`config.mk`:
```
export PLATFORM = sky130hd
export DESIGN_NAME = knnrp_ram
export DESIGN_NICKNAME = d
export VERILOG_FILES = /design/src/rtl/knnrp_ram.sv
export SDC_FILE = /design/constraint.sdc
export NUM_CORES = 2
export LEC_CHECK = 0
export BUFFER_PORTS_ARGS = -buffer_cell sky130_fd_sc_hd__clkbuf_2
export CAP_MARGIN = 20
export CORE_MARGIN = 1.5
export CORE_UTILIZATION = 47
export CTS_CLUSTER_DIAMETER = 120
export DETAILED_ROUTE_END_ITERATION = 16
export PLACE_DENSITY_LB_ADDON = 0.08
export SYNTH_ARGS = -nofsm -noshare
export SYNTH_HDL_FRONTEND = slang
export SYNTH_SLANG_ARGS = --single-unit
```
`constraint.sdc`:
```
create_clock -name i_clk -period 6.5 [get_ports i_clk]
set_input_delay 0.975 -clock i_clk [delete_from_list [all_inputs] [get_ports i_clk]]
set_output_delay 0.975 -clock i_clk [all_outputs]
set_load 0.1 [all_outputs]
```
`src/rtl/knnrp_ram.sv`:
```
`default_nettype none
module knnrp_ram #(
    parameter int WIDTH = 16,
    parameter int DEPTH = 128
) (
    input  wire logic                     i_clk,
    input  wire logic                     i_we,
    input  wire logic [$clog2(DEPTH)-1:0] i_waddr,
    input  wire logic [WIDTH-1:0]         i_wdata,
    input  wire logic                     i_re,
    input  wire logic [$clog2(DEPTH)-1:0] i_raddr,
    output logic      [WIDTH-1:0]         o_rdata
);
    logic [WIDTH-1:0] r_mem [DEPTH];

    // one write port, registered read port
    always_ff @(posedge i_clk) begin
        if (i_we) begin
            r_mem[i_waddr] <= i_wdata;
        end
        if (i_re) begin
            o_rdata <= r_mem[i_raddr];
        end
    end
endmodule
`default_nettype wire

```
# Word-level counts from Yosys, hierarchy flattened
# Memories as Yosys holds them, arrays and structs flattened. A register that Yosys moved wholly into a read port is not among the register bits.
# Cells that the tools add are included.
# W data, S select, Z words.
dict set report word_totals {
  ff_bits 0
  ram_bits 2048
  out_inout_bits 16
  wordCells 3
  memories 1
}
# name words width rd rd_ports_with_merged_regs write_ports line_no
set mem_list {}
lappend mem_list {r_mem 128 16 1 1 1 14} ;# logic [WIDTH-1:0] r_mem [DEPTH];
dict set report op_classes {
  n_mux 2
}
# op n
set op_table {}
lappend op_table {{$mux W1} 2}

# Longest topological paths before layout
dict set report depth {
  word_depth 2
  depth_mapped 7
  ltp_nobuf 4
}

# Worst setup path after synthesis
# Ideal clock, no wire load.
dict set report synth_timing {
  kind {input -> register}
  from {in i_raddr[0]}
  to {reg o_rdata[0] (read register of r_mem) (data pin)}
  setup_ns 0.260
  arrival_time_ns 3.350
  required_ns 6.240
  path_slack_ns 2.891
  stages 6
  n_path_buf 2
  cell_sequence {buf_2 -> buf_1 -> mux4_2 -> mux4_2 -> mux4_2 -> mux2_2}
}
# element line_no
set synth_lines {}
lappend synth_lines {{from (decl)} 11} ;# input wire logic [$clog2(DEPTH)-1:0] i_raddr,
lappend synth_lines {{to (decl)} 12} ;# output logic [WIDTH-1:0] o_rdata

==> impl_metrics.yaml <==
worst_setup_path:
  setup.worst_path.class: "input port to register"
  cp_max_fo: 69
  cp-end-kind: "register"
  start_kind: "input port"
  cp.arrival_ps: 4390
  worst_ep_required_time_ps: 7080
placed_design:
  hpwl_um: 118500
  dpl_cell_area_sq_mm: 0.08284
  io_buffers: 48
  place_congestion: 0.7974
clock_network:
  root_buffer: "clkbuf_16"
  cts_resized: 0
  clk_pin_slew_worst_paths_ps: 60
  cts_tree: "done"
  insertion_delay_ps: 840
  cts_buffers: 205
  cts_htree_levels: 4
  clock-sinks: 2064
  postCtsSetupRepairBufs: 0
  ctsHoldBuffers: 0
  clockBufferDepth: 3
pwr:
  ir_worst_vdd_uv: 209.0
  p_leak_uw: 0.02764
  powerDensity_mw_per_mm2: 313.3
yosys:
  netlist_area_sq_mm: 0.07868
  synth_simple_gate_area_frac: 0.008857
  synth-seq-cells: 2064
  synth_seq_area_share: 0.7877
  synth_top_family_by_area: "multiplexers"
  synthMuxAreaShare: 0.1946
  synthAdderAreaFrac: 0
  synth_xor_xnor_area_share: 0
  synth_compound_area_frac: 0
  syn_avg_cell_area_sq_um: 25.50
  syn_inst: 3086
  yosysWarnings: 0
  syn_nets: 3119
  ys_types: 16
drt:
  routedWlPerCell_um: 35.65
  vias_per_cell: 6.229
  vias: 35700
  drtAntennaViolNets: 0
  drt_pass1_iterations: 5
  wl_um: 204400
  drc_errors: 0
  drt_iter0_drc: 4351
timing:
  drv_slew: 0
  post-route-period-util: 0.5859
  tightest_slew_ps: 1145
  fin_skew_ps: 22.95
  fmax_ghz: 0.2626
  fin_setup_tns_ps: 0
  final-hold-violation-count: 0
  rsz0062_at_grt: "no"
  finalSetupViolCount: 0
  max_slew_margin: 0.2368
  timing.final.crit_period_ps: 3809
finish:
  synthToLayoutAreaGrowth_pct: 13.87
  nFillCells: 12330
  nets: 3396
  final_cell_mix: "edfxtp_1, mux4_2, clkbuf_16, buf_4, nor2_1"
  final_cell_area_sq_mm: 0.08960
  layout_commonest_cell: "edfxtp_1"
  drive_gt1_frac: 0.3539
floorplan:
  rows: 149
  die_w_um: 412.2
  coreArea_sq_mm: 0.1655
  dieArea_sq_mm: 0.1699
  die_y_um: 412.2
  start_util: 0.4753
  ios: 49
grt:
  track_usage: 0.2445
  grt_max_degree: 101
  first_global_vias: 36320
  grt-ovfl-total: 0
  grt_pass1_wl_um: 285800
  antenna_found_initial: 18
outcome:
  status: "finished, final reports clean"
hold_path:
  hold_class: "input port to register"
run:
  drv_cap: 0
==> flip-flops by register name (all words and copies together) (netlist names) <==
signal / cells
o_rdata: 16
r_mem: 2048
==> worst paths after layout <==
| kind | startpoint | end | slack, ps | cells past startpoint |
|---|---|---|---|---|
| min reg2reg | r_mem[92][6]$_DFFE_PP_ | o_rdata[6]$_DFFE_PP_ | 1210 | 4 |
| max | i_raddr[0] | o_rdata[5]$_DFFE_PP_ | 2690 | 6 |
| min | i_wdata[7] | r_mem[85][7]$_DFFE_PP_ | 560 | 1 |
| max reg2reg | r_mem[110][8]$_DFFE_PP_ | o_rdata[8]$_DFFE_PP_ | 3780 | 4 |
==> worst max-delay path, stage by stage <==
cell	delay (ps)
buf_8	600
buf_12	490
mux4_2	670
mux4_2	580
mux4_2	550
mux2_2	280
==> per-stage QoR <==
stage	power, uW	utilization	setup WS, ps	cells	hold slack [ps]
2_1_floorplan	15810	-	2891	3086	1074
4_1_cts	28300	0.5410	2703	5726	508.6
5_1_grt	28820	0.5411	2551	5728	549.8
3_3_place_gp	16500	0.4995	1815	5336	1197
3_5_place_dp	16530	0.5004	1801	5344	1205
6_report	28070	0.5412	2691	5732	562.3
==> cell families (layout without fill, tap and decap cells) <==
logic type	Yosys count	in the layout
mux	688	688
buf+inv	164	616
other cells	0	5
simple gates	170	170
flops	2064	2064
==> layout make-up <==
type	instances	area (sq um)	share of cell area
Clock inverter	130	1284	0.01433
Timing Repair Buffer	234	2031	0.02267
Multi-Input combinational cell	858	16120	0.1799
Clock buffer	252	5434	0.06065
Antenna cell	5	12.51	0.0001396
Tap cell	2189	2739	0.03057
Sequential cell	2064	61980	0.6918
==> cells in the mapped netlist <==
cell | count | share of area
mux2_2 | 16 | 0.0023
nand2b_1 | 2 | 0.00016
nand2_1 | 14 | 0.00067
mux4_2 | 672 | 0.19
nor2b_1 | 7 | 0.00056
buf_2 | 52 | 0.0033
nand4_1 | 3 | 0.00024
edfxtp_1 | 2064 | 0.79
clkbuf_1 | 82 | 0.0039
or3_1 | 1 | 0.000080
buf_1 | 28 | 0.0013
buf_6 | 1 | 0.00014
buf_4 | 1 | 0.000095
nor3_1 | 9 | 0.00057
nor2_1 | 122 | 0.0058
nand3_1 | 12 | 0.00076
==> layer usage <==
metal  wire [um]  global-route usage
met5          59                   0
met4        3857             0.05838
met3       15650             0.04558
met2       95630              0.3701
met1       89170              0.3721
==> report_power, final <==
part,internal [uW],switching [uW]
Combinational,538,937
Sequential,14700,33.9
Clock,6880,4970
Total,22100,5940
(Power assumes the default switching activity.)
