===== config.mk =====
export PLATFORM = sky130hd
export DESIGN_NAME = knnrp_mul
export DESIGN_NICKNAME = d
export VERILOG_FILES = /design/src/rtl/knnrp_pkg.sv /design/src/rtl/knnrp_mul.sv
export SDC_FILE = /design/constraint.sdc
export NUM_CORES = 1
export LEC_CHECK = 0
export BUFFER_PORTS_ARGS = -buffer_cell sky130_fd_sc_hd__buf_2
export CAP_MARGIN = 10
export CORE_AREA = 2 2 194 196
export DETAILED_ROUTE_END_ITERATION = 16
export DIE_AREA = 0 0 196 198
export SLEW_MARGIN = 20
export SYNTH_ARGS = -nofsm -noshare
export SYNTH_HDL_FRONTEND = slang
export SYNTH_SLANG_ARGS = --single-unit

===== constraint.sdc =====
create_clock -name i_clk -period 5.7 [get_ports i_clk]
set_input_delay 1.71 -clock i_clk [delete_from_list [all_inputs] [get_ports i_clk]]
set_output_delay 1.71 -clock i_clk [all_outputs]
set_load 0.01 [all_outputs]

===== src/rtl/knnrp_pkg.sv =====
`default_nettype none
package knnrp_pkg;

    // fixed field widths of the channels
    localparam int IN_COORD_W = 21;
    localparam int ID_W       = 24;
    localparam int IN_REFL_W  = 16;
    localparam int OUT_W      = 16;

    // neighbor search and arithmetic constants
    localparam int NEAR_COUNT = 3;
    localparam int Z_SHIFT    = 4;
    localparam int DIGIT_BITS = 4;

    // multiply sequence steps
    localparam logic [2:0] STEP_W01  = 3'd0;
    localparam logic [2:0] STEP_W12  = 3'd1;
    localparam logic [2:0] STEP_W02  = 3'd2;
    localparam logic [2:0] STEP_NUM0 = 3'd3;
    localparam logic [2:0] STEP_NUM1 = 3'd4;
    localparam logic [2:0] STEP_NUM2 = 3'd5;

    typedef enum logic [3:0] {
        S_IDLE,
        S_SCAN,
        S_MSTART,
        S_MWAIT,
        S_SUM,
        S_DSTART,
        S_DWAIT,
        S_COMMIT,
        S_OUT
    } t_state;

endpackage
`default_nettype wire


===== src/rtl/knnrp_mul.sv =====
`default_nettype none
module knnrp_mul #(
    parameter int A_W = 64,
    parameter int B_W = 26
) (
    input  wire logic           i_clk,
    input  wire logic           i_rst_n,
    input  wire logic           i_start,
    input  wire logic [A_W-1:0] i_a,
    input  wire logic [B_W-1:0] i_b,
    output logic                o_done,
    output logic      [A_W-1:0] o_product
);
    import knnrp_pkg::*;

    logic                      r_busy;
    logic [A_W-1:0]            r_a;
    logic [B_W-1:0]            r_b;
    logic [A_W-1:0]            r_acc;
    logic [A_W+DIGIT_BITS-1:0] partial;

    // one radix-16 digit of b per cycle
    assign partial   = r_a * r_b[DIGIT_BITS-1:0];
    assign o_done    = r_busy && (r_b == '0);
    assign o_product = r_acc;

    always_ff @(posedge i_clk) begin
        if (!i_rst_n) begin
            r_busy <= 1'b0;
        end else if (i_start) begin
            r_busy <= 1'b1;
        end else if (o_done) begin
            r_busy <= 1'b0;
        end
    end

    // shift-add datapath
    always_ff @(posedge i_clk) begin
        if (i_start) begin
            r_a   <= i_a;
            r_b   <= i_b;
            r_acc <= '0;
        end else if (r_busy && (r_b != '0)) begin
            r_acc <= r_acc + partial[A_W-1:0];
            r_a   <= r_a << DIGIT_BITS;
            r_b   <= r_b >> DIGIT_BITS;
        end
    end
endmodule
`default_nettype wire


-- After elaboration in Yosys (flattened, before gate mapping)
Index checks and enable logic that the tools add are counted.
- add/subtract/negate cells: 1
- $mul: 1
- multiplexer cells: 6
- reduce and logical (&&, ||, !) cells: 6
- operators by type and width (cell ; count):
    64-bit two-way mux ; 2
    64-bit adder ; 1
    64-bit by 4-bit multiplier with 64-bit output ; 1
    26-bit two-way mux ; 2
    26-bit zero test ; 1
    26-bit nonzero test ; 1
    2-bit nonzero test ; 2
    1-bit logical AND ; 2
    1-bit two-way mux ; 2
- register bits: 155
- input port bits: 93
- output and inout port bits: 65

-- Longest topological paths before layout
- depth in word-level cells: 4
- mapped depth: 19
- mapped depth without buffers: 17

-- Worst setup path after synthesis
No wires, ideal clock.
- path type: reg2reg
- start: register r_b[2]
- end: register r_acc[52] (netlist: o_product[52])
- setup time: 0.126 ns
- data arrival time: 4.475 ns
- required time: 5.574 ns
- path slack: 1.099 ns
- cell stages (with the launch flop): 20
- buffers on the path: 3
- clock period less this slack: 4.601 ns
- cells stage by stage: edfxtp_1 > clkbuf_1 > clkbuf_1 > and2_1 > fa_1 > fa_1 > inv_1 > fa_1 > inv_1 > ha_1 > buf_2 > a21oi_1 > o21ai_0 > a221o_1 > o21ai_1 > a21oi_1 > o31ai_1 > o211a_1 > mux2i_1 > o31ai_1
- longest elaborated chain between the ends: 2
- RTL lines (what ; line ; text):
    start, declared ; knnrp_mul.sv:18 ; logic [B_W-1:0] r_b;
    start signal, assigned ; knnrp_mul.sv:41 ; r_b <= i_b;
    start signal, assigned ; knnrp_mul.sv:46 ; r_b <= r_b >> DIGIT_BITS;
    64-bit by 4-bit multiplier with 64-bit output or 26-bit nonzero test (tied branches) ; knnrp_mul.sv:23, knnrp_mul.sv:43 ;
    64-bit adder or 1-bit logical AND (tied branches) ; knnrp_mul.sv:44, knnrp_mul.sv:43 ;
    end signal, assigned ; knnrp_mul.sv:44 ; r_acc <= r_acc + partial[A_W-1:0];
    end, declared ; knnrp_mul.sv:19 ; logic [A_W-1:0] r_acc;
Parallel ways exist; a longest one is shown, timed or not.
A chain may end at the register's enable or synchronous reset.

-- Worst setup path in the final report
- start: register r_b[1]
- end: register r_acc[52] (netlist: o_product[52])
The elaborated chain is that of the path after synthesis.

==> metrics.md <==
| Metric | Value |
|---|---|
| Status | finished, final reports clean |
| Critical path arrival | 5.61 ns |
| Post_cts resized | 0 |
| Ant. Diodes | 0 |
| Clock transition at path regs | about 0.080 ns |
| DR iter-0 viols | 568 |
| Worst setup SP type | flip-flop |
| Num rows | slightly above 70 |
| Yosys reg bits | 155 |
| Reg2Reg Launch Point | r_b[1]$_DFFE_PP_ |
| Fin area | 18,100 um2 |
| H-tree Lvls | 4 |
| Max Slew Vio Count | 0 |
| Buf+Inv Stages, Crit Path | 3 |
| Slew headroom | 49.6% |
| Cell Pwr Density | 527 nW/um2 |
| Post-DRT Antenna Nets | 0 |
| Fin crit share | between 90 and 100% |
| Core ar. | 37,000 um2 |
| Post-Syn Instances | 1,783 |
| CTS Buf Count | 17 |
| GR Overflow Total | 0 |
| Worst hold path class | reg2reg |
| Max Cap Violations | 0 |
| Final Hold Vio Count | 0 |
| Fin cells | 2,371 |
| Setup TNS Final | 0 ns |
| Die ar. | a little under 40,000 um2 |
| Vias in the first global route | 13,500 |
| Die Span Y | 198 um |
| Number of antenna violations at the first check in global routing | 1 |
| Layout cell share with drive strength beyond 1 | 16.1% |
| Reg2reg path depth | 17 |
| Pleak | 8.38 nW |
| Area grow syn2layout | 11.1% |
| Setup crit end kind | flip-flop |
| Clock Tree Buf Depth | 2 |
| Crit-path most repeated cell | fa_1 |
| Largest net degree at the start of global routing | 91 |
| Worst-margin pin slew | 0.756 ns |
| Placed cells | around 2,300 |
| Sink Count | 155 |
| Die width | 196 um |
| WP data required | 6.03 ns |
| # DRC | 0 |
| Yosys warning total | 0 |
| First-pass iteration count of the detailed router | 5 |
| Worst R2R Setup Slack | 0.42 ns |
| # setup viols final | 0 |
| Hold path depth | 2 |
| DP HPWL | ~32,000 um |
| # port buffers | 157 |
| Crit-path leading delay family | compound AO/OA/AOI/OAI gates |
| Net count reported at finish | 2,226 |
| Routed WL | 41,100 um |
| I/O pins | between 150 and 200 |
| Initial core utilization | a little over two fifths |
| Crit-path cells | buf_4, and2_1, fa_1, fa_1, inv_1, fa_1, inv_1, ha_1, a21oi_1, o21ai_0, a221o_1, o21ai_1, a21oi_1, o31ai_1, o211a_1, mux2i_1, o31ai_1 |
| Gp weighted congestion | 0.931 |
| Routed via count | 12,500 |
| Routed WL per cell | 17.4 um |
| Synth Cell Area | 16,300 um2 |
| Most frequent cells in the layout | inv_1, and2_1, fa_1 |
| Worst vdd ir | 247 uV |
| Vias per cell | 5.27 |
| Seq/Total Area, Yosys | 24.6% |
| Syn_nets | ~2,100 |
| Max Freq | 190 MHz |
| Pre-CTS setup slack | 0.575 ns |
| Post-route worst setup slack | about 0.42 ns |
| Top_reg_cell synth | edfxtp_1 |
| Reg2Reg Capture Point | o_product[52]$_SDFFE_PP0P_ |
| Hold slack | between 0.4 and 0.5 ns |
| Fillers | 3,586 |
| Worst Skew | 0.0188 ns |
| Hold-fix buffers, CTS | 0 |
| Asr flop ratio synth | 0% |
| First-pass GRT wire length | ~70,000 um |
| Netlist cell types | 70 |
| CP max FO | 26 |
| RSZ-0062 raised after global routing | false |
| Avg Inst Size Synth | 9.12 um2 |
| Hold path endpoint | o_product[49]$_SDFFE_PP0P_ |
| Overall Global Routing Usage | 22.7% |
| EDFF count, synth | 90 |
| Worst skew pair latency | 0.47 ns |
| CTS tree | built |
| Post-DP Area | 17,400 um2 |
| Hold path startpoint | o_product[49]$_SDFFE_PP0P_ |
| CP max stage cell | fa_1 |
| Worst stage delay on the critical path | ~0.51 ns |
| Setup Buffers After CTS | 0 |
| Final min period | between 5 and 6 ns |
| CTS Root Cell | clkbuf_16 |
| Commonest non-fill, non-tap cell in the layout | inv_1 |
| Crit Path Class | reg2reg |
## synthesized netlist by cell type (30+ instances only)
master,n,area share (%)
nor2_1,53,1.2
o21ai_0,34,1.0
a21o_1,35,1.6
edfxtp_1,90,17
mux2_2,82,5.7
dfxtp_1,65,8.0
fa_1,182,22
nand2_1,154,3.6
xnor2_1,30,1.6
a21oi_1,116,3.6
and2_1,242,9.3
inv_1,288,6.6
clkbuf_1,66,1.5
ha_1,67,5.2
## cell families (layout without fill, tap and decap cells)
logic type / after synthesis / count (layout) / share of synthesized area (%)
multiplexers: 85 / 85 / 5.86
AND/OR/NAND/NOR: 570 / 570 / 18.7
flip-flops: 155 / 155 / 24.6
adder cells (fa/ha/maj): 249 / 249 / 27.6
AO/OA/AOI/OAI: 299 / 299 / 11.8
buffers and inverters: 379 / 493 / 8.95
XOR/XNOR: 46 / 46 / 2.48
## through the flow
stage,util [%],power [mW]
global route,48.9,10.5
finish,48.9,9.51
detailed placement,47.1,8.25
CTS,48.9,9.55
floorplan,-,6.72
global placement,47.1,8.23
## state kept, by name, summed over array words and instances, names as in the netlist
| register | cells |
|---|---|
| r_busy | 1 |
| o_product | 64 |
| r_b | 26 |
| r_a | 64 |
## cell type report
class / count / area (um2) / share of cell area [%]
repair buffers: 173 / 925 / 5.12
multi-input cells: 1249 / 10800 / 59.9
flip-flops and latches: 155 / 4000 / 22.2
clock buffers: 17 / 425 / 2.36
clock inverters: 15 / 211 / 1.17
inverters: 288 / 1080 / 6.00
well taps: 474 / 593 / 3.28
## routing by layer
layer / vias up / track usage [%] / part of all wire [%]
li1: 6022 / - / -
met1: 6139 / 30.3 / 47
met2: 295 / 37.5 / 46
met3: 39 / 4.85 / 5.4
met4: 0 / 5.92 / 1.7
met5: - / 0 / 0
## tightest hold or removal path, delay by kind of cell (launching register included)
kind,cells,cell delay (ns)
AO/OA/AOI/OAI,1,0.05
flip-flops,1,0.32
AND/OR/NAND/NOR,1,0.06
## report_power, final
part	switching [mW]	internal (mW)
clock network	0.618	0.606
logic	3.99	2.63
registers	0.233	1.44
## how the worst max path moves through the flow
stage	startpoint	endpoint	slack [ns]	depth (start not counted)
after floorplan	r_b[2]$_DFFE_PP_	o_product[52]$_SDFFE_PP0P_	1.10	19
after CTS	r_b[1]$_DFFE_PP_	o_product[52]$_SDFFE_PP0P_	0.54	17
after global placement	r_b[1]$_DFFE_PP_	o_product[52]$_SDFFE_PP0P_	0.64	17
final	r_b[1]$_DFFE_PP_	o_product[52]$_SDFFE_PP0P_	0.42	17
after global routing	r_b[1]$_DFFE_PP_	o_product[52]$_SDFFE_PP0P_	0.11	17
after detailed placement	r_b[1]$_DFFE_PP_	o_product[52]$_SDFFE_PP0P_	0.57	17
(Power assumes the default switching activity.)
