**src/rtl/knnrp_div.sv**
```systemverilog
`default_nettype none
module knnrp_div #(
    parameter int A_W = 64,
    parameter int D_W = 47
) (
    input  wire logic           i_clk,
    input  wire logic           i_rst_n,
    input  wire logic           i_start,
    input  wire logic [A_W-1:0] i_num,
    input  wire logic [D_W-1:0] i_den,
    output logic                o_done,
    output logic      [A_W-1:0] o_quotient
);
    localparam int CNT_W = $clog2(A_W + 1);

    logic             r_busy;
    logic [CNT_W-1:0] r_cnt;
    logic [A_W-1:0]   r_q;
    logic [D_W-1:0]   r_rem;
    logic [D_W-1:0]   r_den;
    logic [D_W:0]     trial;
    logic             ge;
    logic [D_W:0]     diff;

    // restoring division, one quotient bit per cycle
    assign trial      = {r_rem, r_q[A_W-1]};
    assign ge         = trial >= {1'b0, r_den};
    assign diff       = trial - {1'b0, r_den};
    assign o_done     = r_busy && (r_cnt == '0);
    assign o_quotient = r_q;

    always_ff @(posedge i_clk) begin
        if (!i_rst_n) begin
            r_busy <= 1'b0;
        end else if (i_start) begin
            r_busy <= 1'b1;
        end else if (o_done) begin
            r_busy <= 1'b0;
        end
    end

    always_ff @(posedge i_clk) begin
        if (i_start) begin
            r_q   <= i_num;
            r_rem <= '0;
            r_den <= i_den;
            r_cnt <= CNT_W'(A_W);
        end else if (r_busy && (r_cnt != '0)) begin
            r_rem <= ge ? diff[D_W-1:0] : trial[D_W-1:0];
            r_q   <= {r_q[A_W-2:0], ge};
            r_cnt <= r_cnt - 1'b1;
        end
    end
endmodule
`default_nettype wire

```
**config.mk**
```make
export PLATFORM = sky130hd
export DESIGN_NAME = knnrp_div
export DESIGN_NICKNAME = d
export VERILOG_FILES = /design/src/rtl/knnrp_div.sv
export SDC_FILE = /design/constraint.sdc
export NUM_CORES = 1
export LEC_CHECK = 0
export BUFFER_PORTS_ARGS = -buffer_cell sky130_fd_sc_hd__clkbuf_2
export CORE_MARGIN = 5
export CORE_UTILIZATION = 41
export DETAILED_ROUTE_END_ITERATION = 6
export PLACE_DENSITY = 0.63
export SETUP_SLACK_MARGIN = 0.2
export SYNTH_ARGS = -nofsm -noshare
export SYNTH_HDL_FRONTEND = slang
export SYNTH_SLANG_ARGS = --single-unit
```
**constraint.sdc**
```tcl
create_clock -name i_clk -period 3.5 [get_ports i_clk]
set_input_delay 0.35 -clock i_clk [delete_from_list [all_inputs] [get_ports i_clk]]
set_output_delay 0.35 -clock i_clk [all_outputs]
set_load 0.005 [all_outputs]
```
* After elaboration in Yosys (flattened, before gate mapping)
Cells that the tools add are included.
W data, S select, Z words.
** Cells by class
- Add/sub/neg operators :: 2
- $mul :: 0
- Div/mod/pow operators :: 0
- Order comparisons :: 1
- Equality and inequality tests :: 0
- Shift operators :: 0
- Mux-type cells :: 5
- Bitwise operators :: 0
- Reduce and logical (&&, ||, !) cells :: 6
** Operator list (number)
- $mux W64 :: 2
- $ge A48 B47 Y1 :: 1
- $mux W47 :: 1
- $sub A47 B47 Y47 :: 1
- $logic_not A7 Y1 :: 1
- $reduce_bool A7 Y1 :: 1
- $sub A7 B1 Y7 const B :: 1
- $reduce_bool A2 Y1 :: 2
- $logic_and A1 B1 Y1 :: 2
- $mux W1 :: 2
** Storage, ports and cells
- Register bits after elaboration :: 166
- Latch bits :: 0
- Memory bits (writable) :: 0
- Bits in read-only memories :: 0
- Word-level logic and storage cells :: 19
- Memories :: 0

* Logic depth before layout (Yosys ltp)
Gate-level depths: netlist of the first run.
- Depth in word-level cells :: 4
- Mapped depth :: 14
- Mapped depth without buffers :: 13

* Worst setup path before layout of the first run
Ideal clock, no wire load.
- Path kind :: register to register
- From :: register r_cnt[2]
- To :: register r_busy
- Setup time :: 0.128 ns
- Arrival time :: 2.865 ns
- Required time :: 3.372 ns
- Slack :: 0.508 ns
- Stages on the path, launching flop included :: 7
- Buffers on the path :: 1
- Period minus slack after synthesis :: 2.992 ns
- Cells stage by stage :: dfxtp_1 > nor4_1 > nand3b_1 > nand2_1 > clkbuf_1 > nand2_1 > and2_1
** On the way
- Cells in the longest elaborated chain, start to end :: 3
** RTL lines
- from (decl) :: RTL line 17 : logic [CNT_W-1:0] r_cnt;
- from (signal assigned) :: RTL line 47 : r_cnt <= CNT_W'(A_W);
- from (signal assigned) :: RTL line 51 : r_cnt <= r_cnt - 1'b1;
- $logic_not A7 Y1 :: RTL line 29 : assign o_done = r_busy && (r_cnt == '0);
- $logic_and A1 B1 Y1 :: RTL line 29
- $reduce_bool A2 Y1 (no source line)
- to (signal assigned) :: RTL line 34 : r_busy <= 1'b0;
- to (signal assigned) :: RTL line 36 : r_busy <= 1'b1;
- to (signal assigned) :: RTL line 38 : r_busy <= 1'b0;
- to (decl) :: RTL line 16 : logic r_busy;
Every way passes these cells.
A chain may end at the register's enable or synchronous reset.

* Worst setup path after layout of the first run
- From :: register r_q[63] (netlist: o_quotient[63])
- To :: register r_rem[22]
** On the way
- Cells in the longest elaborated chain, start to end :: 2
** RTL lines
- from (decl) :: RTL line 18 : logic [A_W-1:0] r_q;
- from (signal assigned) :: RTL line 44 : r_q <= i_num;
- from (signal assigned) :: RTL line 50 : r_q <= {r_q[A_W-2:0], ge};
- $sub A47 B47 Y47 or $ge A48 B47 Y1 (tied branches) :: RTL line 28, 27
- $mux W47 (*) :: RTL line 49 : r_rem <= ge ? diff[D_W-1:0] : trial[D_W-1:0];
- to (signal assigned) :: RTL line 49
- to (decl) :: RTL line 19 : logic [D_W-1:0] r_rem;
Mark *: on every way between the ends. The rest lies on a longest branch, timed or not.

==> impl_metrics.py, run 1 <==
metrics = {
    "placed_design": {
        "dp.final_hpwl_mm": 17.2,
        "gp_congestion": 0.875,
        "placed_cell_area_sq_um": 10700,
        "pre_cts_slack_ns": 0.272,
        "numPortBuffers": 178,
    },
    "synth": {
        "synthArstFlopShare_pct": 0,
        "synth_ff_type": "edfxtp_1",
        "synth_edf_count": 111,
        "yosysWarnings": 0,
        "synthCells": 921,
        "seq_area_frac_synth_pct": 47.0,
        "synth-seq-cells": 166,
        "avgSynthCellArea_sq_um": 10.2,
        "syn-cell-area_sq_um": 9430,
        "synthDistinctLibCells": 72,
        "synth_nets": 1085,
    },
    "clock_tree": {
        "insertion_delay_ns": 0.44,
        "clockBufferDepth": 2,
        "clkTransAtPathRegs_ns": 0.07,
        "cts_sinks": 166,
        "tritoncts": "done",
        "htreeDepth": 4,
        "cts-root-buf": "clkbuf_16",
        "postCtsHoldBufs": 0,
        "cts_buffers": 17,
    },
    "floorplanning": {
        "die_h_um": 162,
        "design.core.area_sq_um": 22600,
        "rows": 55,
        "ios": 179,
        "fp.dieW_um": 162,
        "initial_core_util_pct": 41.6,
        "die_area_sq_um": 26100,
    },
    "flow_run": {
        "drv_cap": 0,
    },
    "finish": {
        "diodes": 0,
        "syn_to_final_growth_pct": 20.2,
        "drive_above_1_share_pct": 29.7,
        "nets": 1252,
        "final_area_sq_um": 11300,
    },
    "detailed_routing": {
        "vias": 7476,
        "dr_wl_met3_mm": 2.01,
        "drt-wirelength-per-cell_um": 17.1,
        "drt_iter0_drc": 421,
        "topRoutingLayerUsed": "met4",
        "wirelength_mm": 23.7,
        "met2_length_mm": 10.7,
        "post_drt_via_cell_ratio": 5.39,
        "drtAntennaViolNets": 0,
        "drc": 0,
        "first_pass_iters": 4,
        "met1_length_mm": 10.7,
    },
    "worst_hold_path": {
        "min_from": "i_den[14]",
        "min_path_cells": 1,
        "hold_end": "r_den[14]",
        "min_path_type": "in -> reg",
    },
    "sta": {
        "max_freq_ghz": 0.316,
        "fin_ws_ns": 0.333,
        "tns_ns": 0,
        "hold_viol": 0,
        "drv_slew": 0,
        "setup_viol": 0,
        "skew_ns": 0.0151,
        "layout_min_cycle_time_ns": 3.17,
        "hold-worst-slack_ns": 0.0837,
        "max_slew_margin_pct": 42.3,
        "worst_pin_slew_ns": 0.865,
        "post-route-period-util_pct": 90.5,
        "rsz0062_at_grt": "true",
    },
    "run_status": {
        "status": "completed",
    },
    "worst_setup_path": {
        "worstPathArrival_ns": 3.54,
        "cp.required_ns": 3.87,
        "start_kind": "flip-flop",
        "crit_fanout": 4,
        "crit_path_end_kind": "flip-flop",
        "r2r_cells": 13,
        "reg2reg_slack_ns": 0.33,
        "timing.rr.end": "r_rem[22]",
        "r2r-start": "o_quotient[63]",
        "critPathKind": "reg -> reg",
    },
    "pwr": {
        "leakagePower_nw": 4.80,
        "ir_drop_mv": 0.389,
        "power.total_mw": 5.84,
        "powerDensity_nw_per_um2": 516,
    },
    "global_routing": {
        "grt_max_degree": 104,
        "antenna_found_initial": 0,
        "grt_pass1_vias": 7361,
        "track_usage_pct": 18.0,
        "overflow": 0,
        "grt_pass1_wl_mm": 38.1,
    },
}
-- area by class of cell --
type                    instances  area [sq um]
well taps                     285           357
repair buffers                198          1100
inverters                      62           233
flip-flops and latches        166          4430
multi-input cells             643          4600
fillers                      2090         11300
clock buffers                  17           425
clock inverters                15           181
-- metrics by stage --
step	util [%]	cells
final	50.0	1386
after global routing	50.0	1386
after CTS	49.7	1384
after detailed placement	47.0	1352
after global placement	47.0	1352
after floorplan	-	921
-- worst max-delay path by stage --
stage | startpoint | end | slack (ns) | cells past startpoint
after global placement | r_den[22] | r_rem[43] | 0.35 | 12
after CTS | o_quotient[63] | r_rem[45] | 0.28 | 13
final | o_quotient[63] | r_rem[22] | 0.33 | 13
after detailed placement | o_quotient[63] | r_rem[45] | 0.27 | 13
after global routing | r_den[27] | r_rem[34] | 0.17 | 12
after floorplan | r_cnt[2] | r_busy | 0.51 | 6
-- cell usage after synthesis, types with 4 or more instances --
master    instances  area, sq um
nor3_1           10         50.1
and3_1           12         75.1
nand3_1          16         80.1
a221oi_1          5         43.8
xor2_1           18          158
mux2_2           64          721
nand4_1          10         62.6
o21a_1            5         37.5
ha_1             49          613
mux2i_1           5         50.1
a211oi_1         15          113
o21bai_1          9         67.6
and2_1            5         31.3
buf_2            19         95.1
clkbuf_1         25         93.8
inv_1            61          229
a21oi_1          56          280
a311oi_1         28          245
xnor2_1          21          184
edfxtp_1        111         3330
a31oi_1          15         93.8
a21o_1           22          165
o21ai_1           5         25.0
nand3b_1          4         30.0
nand2_1         104          390
nor2_1           65          244
dfxtp_1          55         1100
o21ai_0          28          140
o211ai_1         12         90.1
-- registers in the layout (all words and copies together), names as in the netlist --
signal / cells
o_quotient: 64
r_den: 47
r_rem: 47
r_cnt: 7
r_busy: 1
-- cells in the final DEF, fill, tap and decap left out, drive strengths merged, types with 4 or more instances in the layout --
cell type	synthesis	layout
o21a	5	5
xor2	18	18
nor2b	4	4
a31oi	15	15
a21boi	4	4
a21oi	58	58
xnor2	21	21
clkinv	0	8
nand2	106	106
mux2i	5	5
a211oi	16	16
nor3	12	12
clkbuf	27	194
a21o	22	22
o31ai	4	4
nor2	67	67
buf	23	21
ha	49	49
dfxtp	55	55
o21ai	33	33
and2	5	5
nand3b	4	4
o21bai	9	9
nand3	16	16
mux2	67	67
edfxtp	111	111
nand4	11	11
and3	12	12
o211ai	14	14
inv	62	69
a221oi	5	5
a311oi	28	28
-- per-layer routing --
metal	vias up	track usage, %
met1	3502	23.2
met4	0	4.50
met5	-	0
met3	26	7.22
met2	223	28.6
li1	3725	-
-- worst max-delay path, stage by stage (launching register included) --
cell and delay [ns]:
edfxtp_1 0.42, inv_1 0.08, ha_1 0.18, fa_2 0.25, nor2b_4 0.05, o31a_1 0.27
o41a_1 0.43, o2111ai_2 0.27, a21oi_2 0.12, a211oi_2 0.32, o21ai_1 0.11, a21o_1 0.20
mux2_4 0.30, a21oi_2 0.10
-- kinds of logic (layout without fill, tap and decap cells) --
kind of cell / Yosys count / in the layout / synth area share [%]
compound gates: 227 / 227 / 16.7
xor+xnor: 39 / 39 / 3.62
fa+ha+maj: 50 / 50 / 6.72
buf+inv: 112 / 292 / 4.82
flops: 166 / 166 / 47.0
mux: 72 / 72 / 8.57
simple gates: 255 / 255 / 12.6
-- timing repair --
action / in CTS / in global routing
setup buffers: 0 / 2
endpoints found under the setup margin: 0 / 10
resized for setup: 0 / 12
-- report_power, final --
group          total, mW  switching [mW]  internal [mW]
registers           2.47           0.131           2.34
clock network       1.91           0.943          0.969
logic               1.47           0.829          0.638
Note: power is estimated with default switching activity, not from simulation.
==> run 2, diff against run 1 <==
--- a/config.mk
+++ b/config.mk
@@ -10,6 +10,7 @@
 export CORE_UTILIZATION = 41
 export DETAILED_ROUTE_END_ITERATION = 6
 export PLACE_DENSITY = 0.63
+export REMOVE_ABC_BUFFERS = 1
 export SETUP_SLACK_MARGIN = 0.2
 export SYNTH_ARGS = -nofsm -noshare
 export SYNTH_HDL_FRONTEND = slang
==> impl_metrics.py, run 2 (synthesis gave the netlist of run 1 again) <==
metrics = {
    "run_status": {
        "status": "completed",
    },
    "pwr": {
        "p_comb_share_pct": 25.2,
        "powerDensity_nw_per_um2": 511,
        "leakagePower_nw": 4.76,
        "power_frac_seq_pct": 42.7,
        "power_switching_share_pct": 30.9,
        "net-switching-power_mw": 1.78,
        "ir_drop_mv": 0.250,
        "p_int_mw": 3.98,
        "clockPowerShare_pct": 32.0,
    },
    "finish": {
        "syn_to_final_growth_pct": 19.4,
        "layout_common_cells": "clkbuf_2 (177), edfxtp_1 (111), nand2_1 (102)",
        "largest_reg_flops": 64,
        "layout_commonest_cell": "clkbuf_2",
        "drive_above_1_share_pct": 29.1,
        "nets": 1248,
    },
    "clock_tree": {
        "htreeDepth": 4,
        "cts_buffers": 17,
        "clkTransAtPathRegs_ns": 0.07,
        "tritoncts": "done",
        "postCtsHoldBufs": 0,
        "cts-root-buf": "clkbuf_16",
        "cts_sinks": 166,
        "postCtsResizedCells": 0,
        "clockBufferDepth": 2,
        "insertion_delay_ns": 0.44,
        "postCtsSetupBuffers": 0,
    },
    "worst_setup_path": {
        "reg2reg_slack_ns": 0.35,
        "crit_path_cell_trace": "inv_1 > ha_1 > fa_1 > nor2b_4 > o31a_1 > o41a_1 > o211ai_2 > a21oi_1 > nor2b_2 > o31ai_4 > a311oi_1 > a41o_1 > a221oi_1",
        "worstPathArrival_ns": 3.39,
        "start_kind": "flip-flop",
        "timing.rr.end": "r_rem[44]",
        "crit_slowest_cell": "edfxtp_1",
        "crit_fanout": 4,
        "crit_family": "compound AO/OA/AOI/OAI gates",
        "r2r-start": "o_quotient[63]",
        "critPathKind": "reg -> reg",
        "cp_num_cells": 13,
        "crit_path_start": "o_quotient[63]",
        "crit_path_end_kind": "flip-flop",
        "critPathBufInv": 1,
        "slowest_delay_ns": 0.40,
        "crit_path_end": "r_rem[44]",
        "r2r_cells": 13,
        "cp.required_ns": 3.75,
    },
    "detailed_routing": {
        "drt_iter0_drc": 397,
        "post_drt_via_cell_ratio": 5.35,
        "drc": 0,
        "drt-wirelength-per-cell_um": 16.4,
        "first_pass_iters": 5,
        "drtAntennaViolNets": 0,
        "wirelength_mm": 22.7,
        "vias": 7402,
    },
    "worst_hold_path": {
        "min_path_cells": 1,
        "min_path_type": "in -> reg",
    },
    "sta": {
        "hold-worst-slack_ns": 0.0883,
        "tns_ns": 0,
        "max_slew_margin_pct": 32.2,
        "setup_viol": 0,
        "layout_min_cycle_time_ns": 3.15,
        "worst_pin_slew_ns": 1.02,
        "skew_ns": 0.0114,
        "max_freq_ghz": 0.318,
        "rsz0062_at_grt": "true",
        "drv_slew": 0,
        "post-route-period-util_pct": 89.9,
        "hold_viol": 0,
    },
    "global_routing": {
        "overflow": 0,
        "grt_max_degree": 77,
        "track_usage_pct": 17.4,
        "antenna_found_initial": 1,
        "grt_pass1_wl_mm": 37.2,
        "grt_pass1_vias": 7476,
    },
    "placed_design": {
        "dp.final_hpwl_mm": 16.5,
        "gp_congestion": 0.855,
        "numPortBuffers": 178,
    },
    "floorplanning": {
        "rows": 55,
        "initial_core_util_pct": 41.6,
        "die_area_sq_um": 26100,
        "fp.dieW_um": 162,
        "ios": 179,
        "die_h_um": 162,
        "design.core.area_sq_um": 22600,
    },
    "flow_run": {
        "drv_cap": 0,
    },
}
[run 2: changes by cell type in the layout (fill, tap and decap cells not counted), moves of 2 or more]
cell / delta
clkbuf_1: +2
inv_8: -3
clkinvlp_4: +3
clkinv_8: -6
buf_4: -3
a21oi_2: -3
a21oi_1: +2
[run 2: worst reg2reg max path: cells and delay by family, from the launching register on]
| kind | cells | cell delay [ns] |
|---|---|---|
| simple gates | 2 | 0.33 |
| compound gates | 8 | 1.72 |
| buf+inv | 1 | 0.08 |
| fa+ha+maj | 2 | 0.46 |
| flops | 1 | 0.40 |
[run 2: through the flow]
step | worst slack, ns | power (mW) | utilization (%) | area, sq um | cells
6_report | 0.353 | 5.76 | 49.7 | 11300 | 1383
4_1_cts | 0.270 | 5.79 | 49.4 | 11200 | 1382
2_1_floorplan | -0.105 | 3.44 | - | 9210 | 871
5_1_grt | 0.146 | 6.09 | 49.7 | 11300 | 1382
3_5_place_dp | 0.288 | 3.93 | 46.9 | 10600 | 1350
3_3_place_gp | 0.309 | 3.91 | 46.9 | 10600 | 1350
[run 2: per-layer routing]
metal / part of all wire (%) / global-route usage [%] / routed length (um)
met2: 46 / 28.3 / 10500
met5: 0.057 / 0 / 13
met1: 45 / 22.4 / 10200
met3: 7.5 / 5.69 / 1700
met4: 1.0 / 4.77 / 236
[run 2: layout make-up]
class	instances	area, sq um
clock inverters	12	121
inverters	62	233
multi-input cells	643	4610
fillers	2100	11400
repair buffers	194	1050
flip-flops and latches	166	4430
well taps	285	357
clock buffers	20	447
diodes	1	2.50
[run 2: power by group through the flow]
stage / registers, mW / clock network [mW] / logic, mW
2_1_floorplan: 2.48 / 0 / 0.959
3_3_place_gp: 2.50 / 0 / 1.41
3_5_place_dp: 2.50 / 0 / 1.43
4_1_cts: 2.46 / 1.89 / 1.43
5_1_grt: 2.48 / 1.98 / 1.62
6_report: 2.46 / 1.84 / 1.45
[run 2: worst min-delay path by stage]
stage	slack, ns	start	to
floorplan	0.41	i_start	r_rem[22]
global placement	0.46	r_rem[1]	r_rem[1]
detailed placement	0.47	r_rem[21]	r_rem[21]
CTS	0.07	i_den[46]	r_den[46]
global route	0.06	i_den[38]	r_den[38]
finish	0.09	i_den[38]	r_den[38]
==> run 3, diff against run 2 <==
--- a/config.mk
+++ b/config.mk
@@ -5,11 +5,11 @@
 export SDC_FILE = /design/constraint.sdc
 export NUM_CORES = 1
 export LEC_CHECK = 0
-export BUFFER_PORTS_ARGS = -buffer_cell sky130_fd_sc_hd__clkbuf_2
 export CORE_MARGIN = 5
 export CORE_UTILIZATION = 41
 export DETAILED_ROUTE_END_ITERATION = 6
-export PLACE_DENSITY = 0.63
+export DONT_BUFFER_PORTS = 1
+export PLACE_DENSITY = 0.56
 export REMOVE_ABC_BUFFERS = 1
 export SETUP_SLACK_MARGIN = 0.2
 export SYNTH_ARGS = -nofsm -noshare
==> impl_metrics.py, run 3 (synthesis gave the netlist of run 1 again) <==
metrics = {
    "sta": {
        "hold_viol": 0,
        "drv_slew": 0,
        "max_freq_ghz": 0.316,
        "fin_ws_ns": 0.334,
        "hold-worst-slack_ns": 0.0402,
        "max_slew_margin_pct": 37.4,
        "layout_min_cycle_time_ns": 3.17,
        "tns_ns": 0,
        "skew_ns": 0.0161,
        "worst_pin_slew_ns": 0.939,
        "rsz0062_at_grt": "true",
        "setup_viol": 0,
        "post-route-period-util_pct": 90.5,
    },
    "worst_hold_path": {
        "min_from": "i_start",
        "min_path_type": "in -> reg",
    },
    "finish": {
        "finish.utilization_pct": 48.2,
        "drive_above_1_share_pct": 15.9,
        "layout_common_cells": "edfxtp_1 (111), nand2_1 (102), mux2_2 (64), nor2_1 (64), inv_1 (61)",
        "syn_to_final_growth_pct": 15.7,
        "nets": 1122,
        "final_area_sq_um": 10900,
        "fin_cells": 1257,
        "largest_reg_flops": 64,
        "layout_commonest_cell": "edfxtp_1",
    },
    "global_routing": {
        "antenna_found_initial": 1,
        "overflow": 0,
        "grt_pass1_wl_mm": 35.9,
        "track_usage_pct": 16.8,
        "grt_pass1_vias": 6810,
        "grt_max_degree": 166,
    },
    "worst_setup_path": {
        "r2r-start": "o_quotient[63]",
        "critPathKind": "reg -> reg",
        "worstPathArrival_ns": 3.42,
        "cp.required_ns": 3.76,
        "crit_path_end_kind": "flip-flop",
        "crit_fanout": 4,
        "crit_path_start": "o_quotient[63]",
        "start_kind": "flip-flop",
    },
    "pwr": {
        "power_switching_share_pct": 31.7,
        "p_comb_share_pct": 23.1,
        "ir_drop_mv": 0.303,
        "power.total_mw": 5.69,
        "net-switching-power_mw": 1.81,
        "clockPowerShare_pct": 33.1,
        "leakagePower_nw": 4.26,
        "powerDensity_nw_per_um2": 522,
        "p_int_mw": 3.88,
        "power_frac_seq_pct": 43.8,
    },
    "floorplanning": {
        "design.core.area_sq_um": 22600,
        "initial_core_util_pct": 41.6,
        "rows": 55,
        "fp.dieW_um": 162,
        "die_area_sq_um": 26100,
        "die_h_um": 162,
        "ios": 179,
    },
    "clock_tree": {
        "cts-root-buf": "clkbuf_16",
        "cts_buffers": 17,
        "clockBufferDepth": 2,
        "htreeDepth": 4,
        "clkTransAtPathRegs_ns": 0.07,
        "tritoncts": "done",
        "cts_sinks": 166,
        "insertion_delay_ns": 0.43,
    },
    "placed_design": {
        "placed_cell_area_sq_um": 9700,
        "gp_congestion": 0.854,
        "numPortBuffers": 0,
        "dp_cells": 1172,
        "pre_cts_slack_ns": 0.257,
        "dp.final_hpwl_mm": 15.4,
    },
    "detailed_routing": {
        "drc": 0,
        "drtAntennaViolNets": 0,
        "drt_iter0_drc": 305,
        "first_pass_iters": 5,
        "vias": 6853,
        "drt-wirelength-per-cell_um": 17.7,
        "wirelength_mm": 22.3,
        "post_drt_via_cell_ratio": 5.45,
    },
    "flow_run": {
        "drv_cap": 0,
    },
    "run_status": {
        "status": "completed",
    },
}
run 3: changes by cell type in the layout (fill, tap and decap cells not counted), moves of 3 or more:
| cell | change |
|---|---|
| buf_4 | +5 |
| clkbuf_2 | -177 |
| clkinv_8 | +3 |
| clkinvlp_4 | -3 |
| dlygate4sd3_1 | +47 |
| inv_8 | +5 |
run 3: power by group through the flow:
stage	sequential, mW	combinational, mW	clock (mW)
6_report	2.49	1.32	1.88
5_1_grt	2.52	1.47	2.03
4_1_cts	2.50	1.25	1.93
3_5_place_dp	2.53	1.23	0
3_3_place_gp	2.54	1.21	0
2_1_floorplan	2.48	0.959	0
run 3: final cells by class:
cell class                      count  area [sq um]
Fill cell                        2095         11700
Multi-Input combinational cell    643          4630
Sequential cell                   166          4430
Timing Repair Buffer               68           657
Clock buffer                       18           429
Tap cell                          285           357
Inverter                           62           233
Clock inverter                     14           160
Antenna cell                        1          2.50
run 3: timing repair:
| action | 4_1_cts | 5_1_grt |
|---|---|---|
| endpoints found under the hold margin | 23 | 24 |
| endpoints found under the setup margin | 0 | 36 |
| gates resized for setup | 0 | 23 |
| hold buffers | 23 | 24 |
| setup buffers | 0 | 5 |
run 3: worst max-delay path, stage by stage, from the launching register on:
cell	delay (ns)
edfxtp_1	0.44
inv_1	0.12
ha_4	0.15
fa_2	0.24
nor2b_4	0.05
o31a_1	0.26
o41a_1	0.46
o211ai_2	0.28
a21oi_1	0.13
nor2b_2	0.24
o31ai_4	0.11
a311oi_2	0.30
a41o_1	0.14
a221oi_1	0.07
run 3: path summary, 6_finish.rpt:
path                    end  slack [ns]  cells past startpoint
hold / removal    r_rem[31]        0.04                      1
setup reg to reg  r_rem[44]        0.33                     13
setup / recovery  r_rem[44]        0.33                     13
hold reg to reg   r_rem[21]        0.48                      2
run 3: routing by layer:
metal  wire length (um)  track usage (%)  vias to the layer above
li1                   -                -                     3454
met2              10200             26.3                      170
met1              10500             22.7                     3220
met5                  0                0                        -
met4                156             3.65                        0
met3               1440             5.79                        9
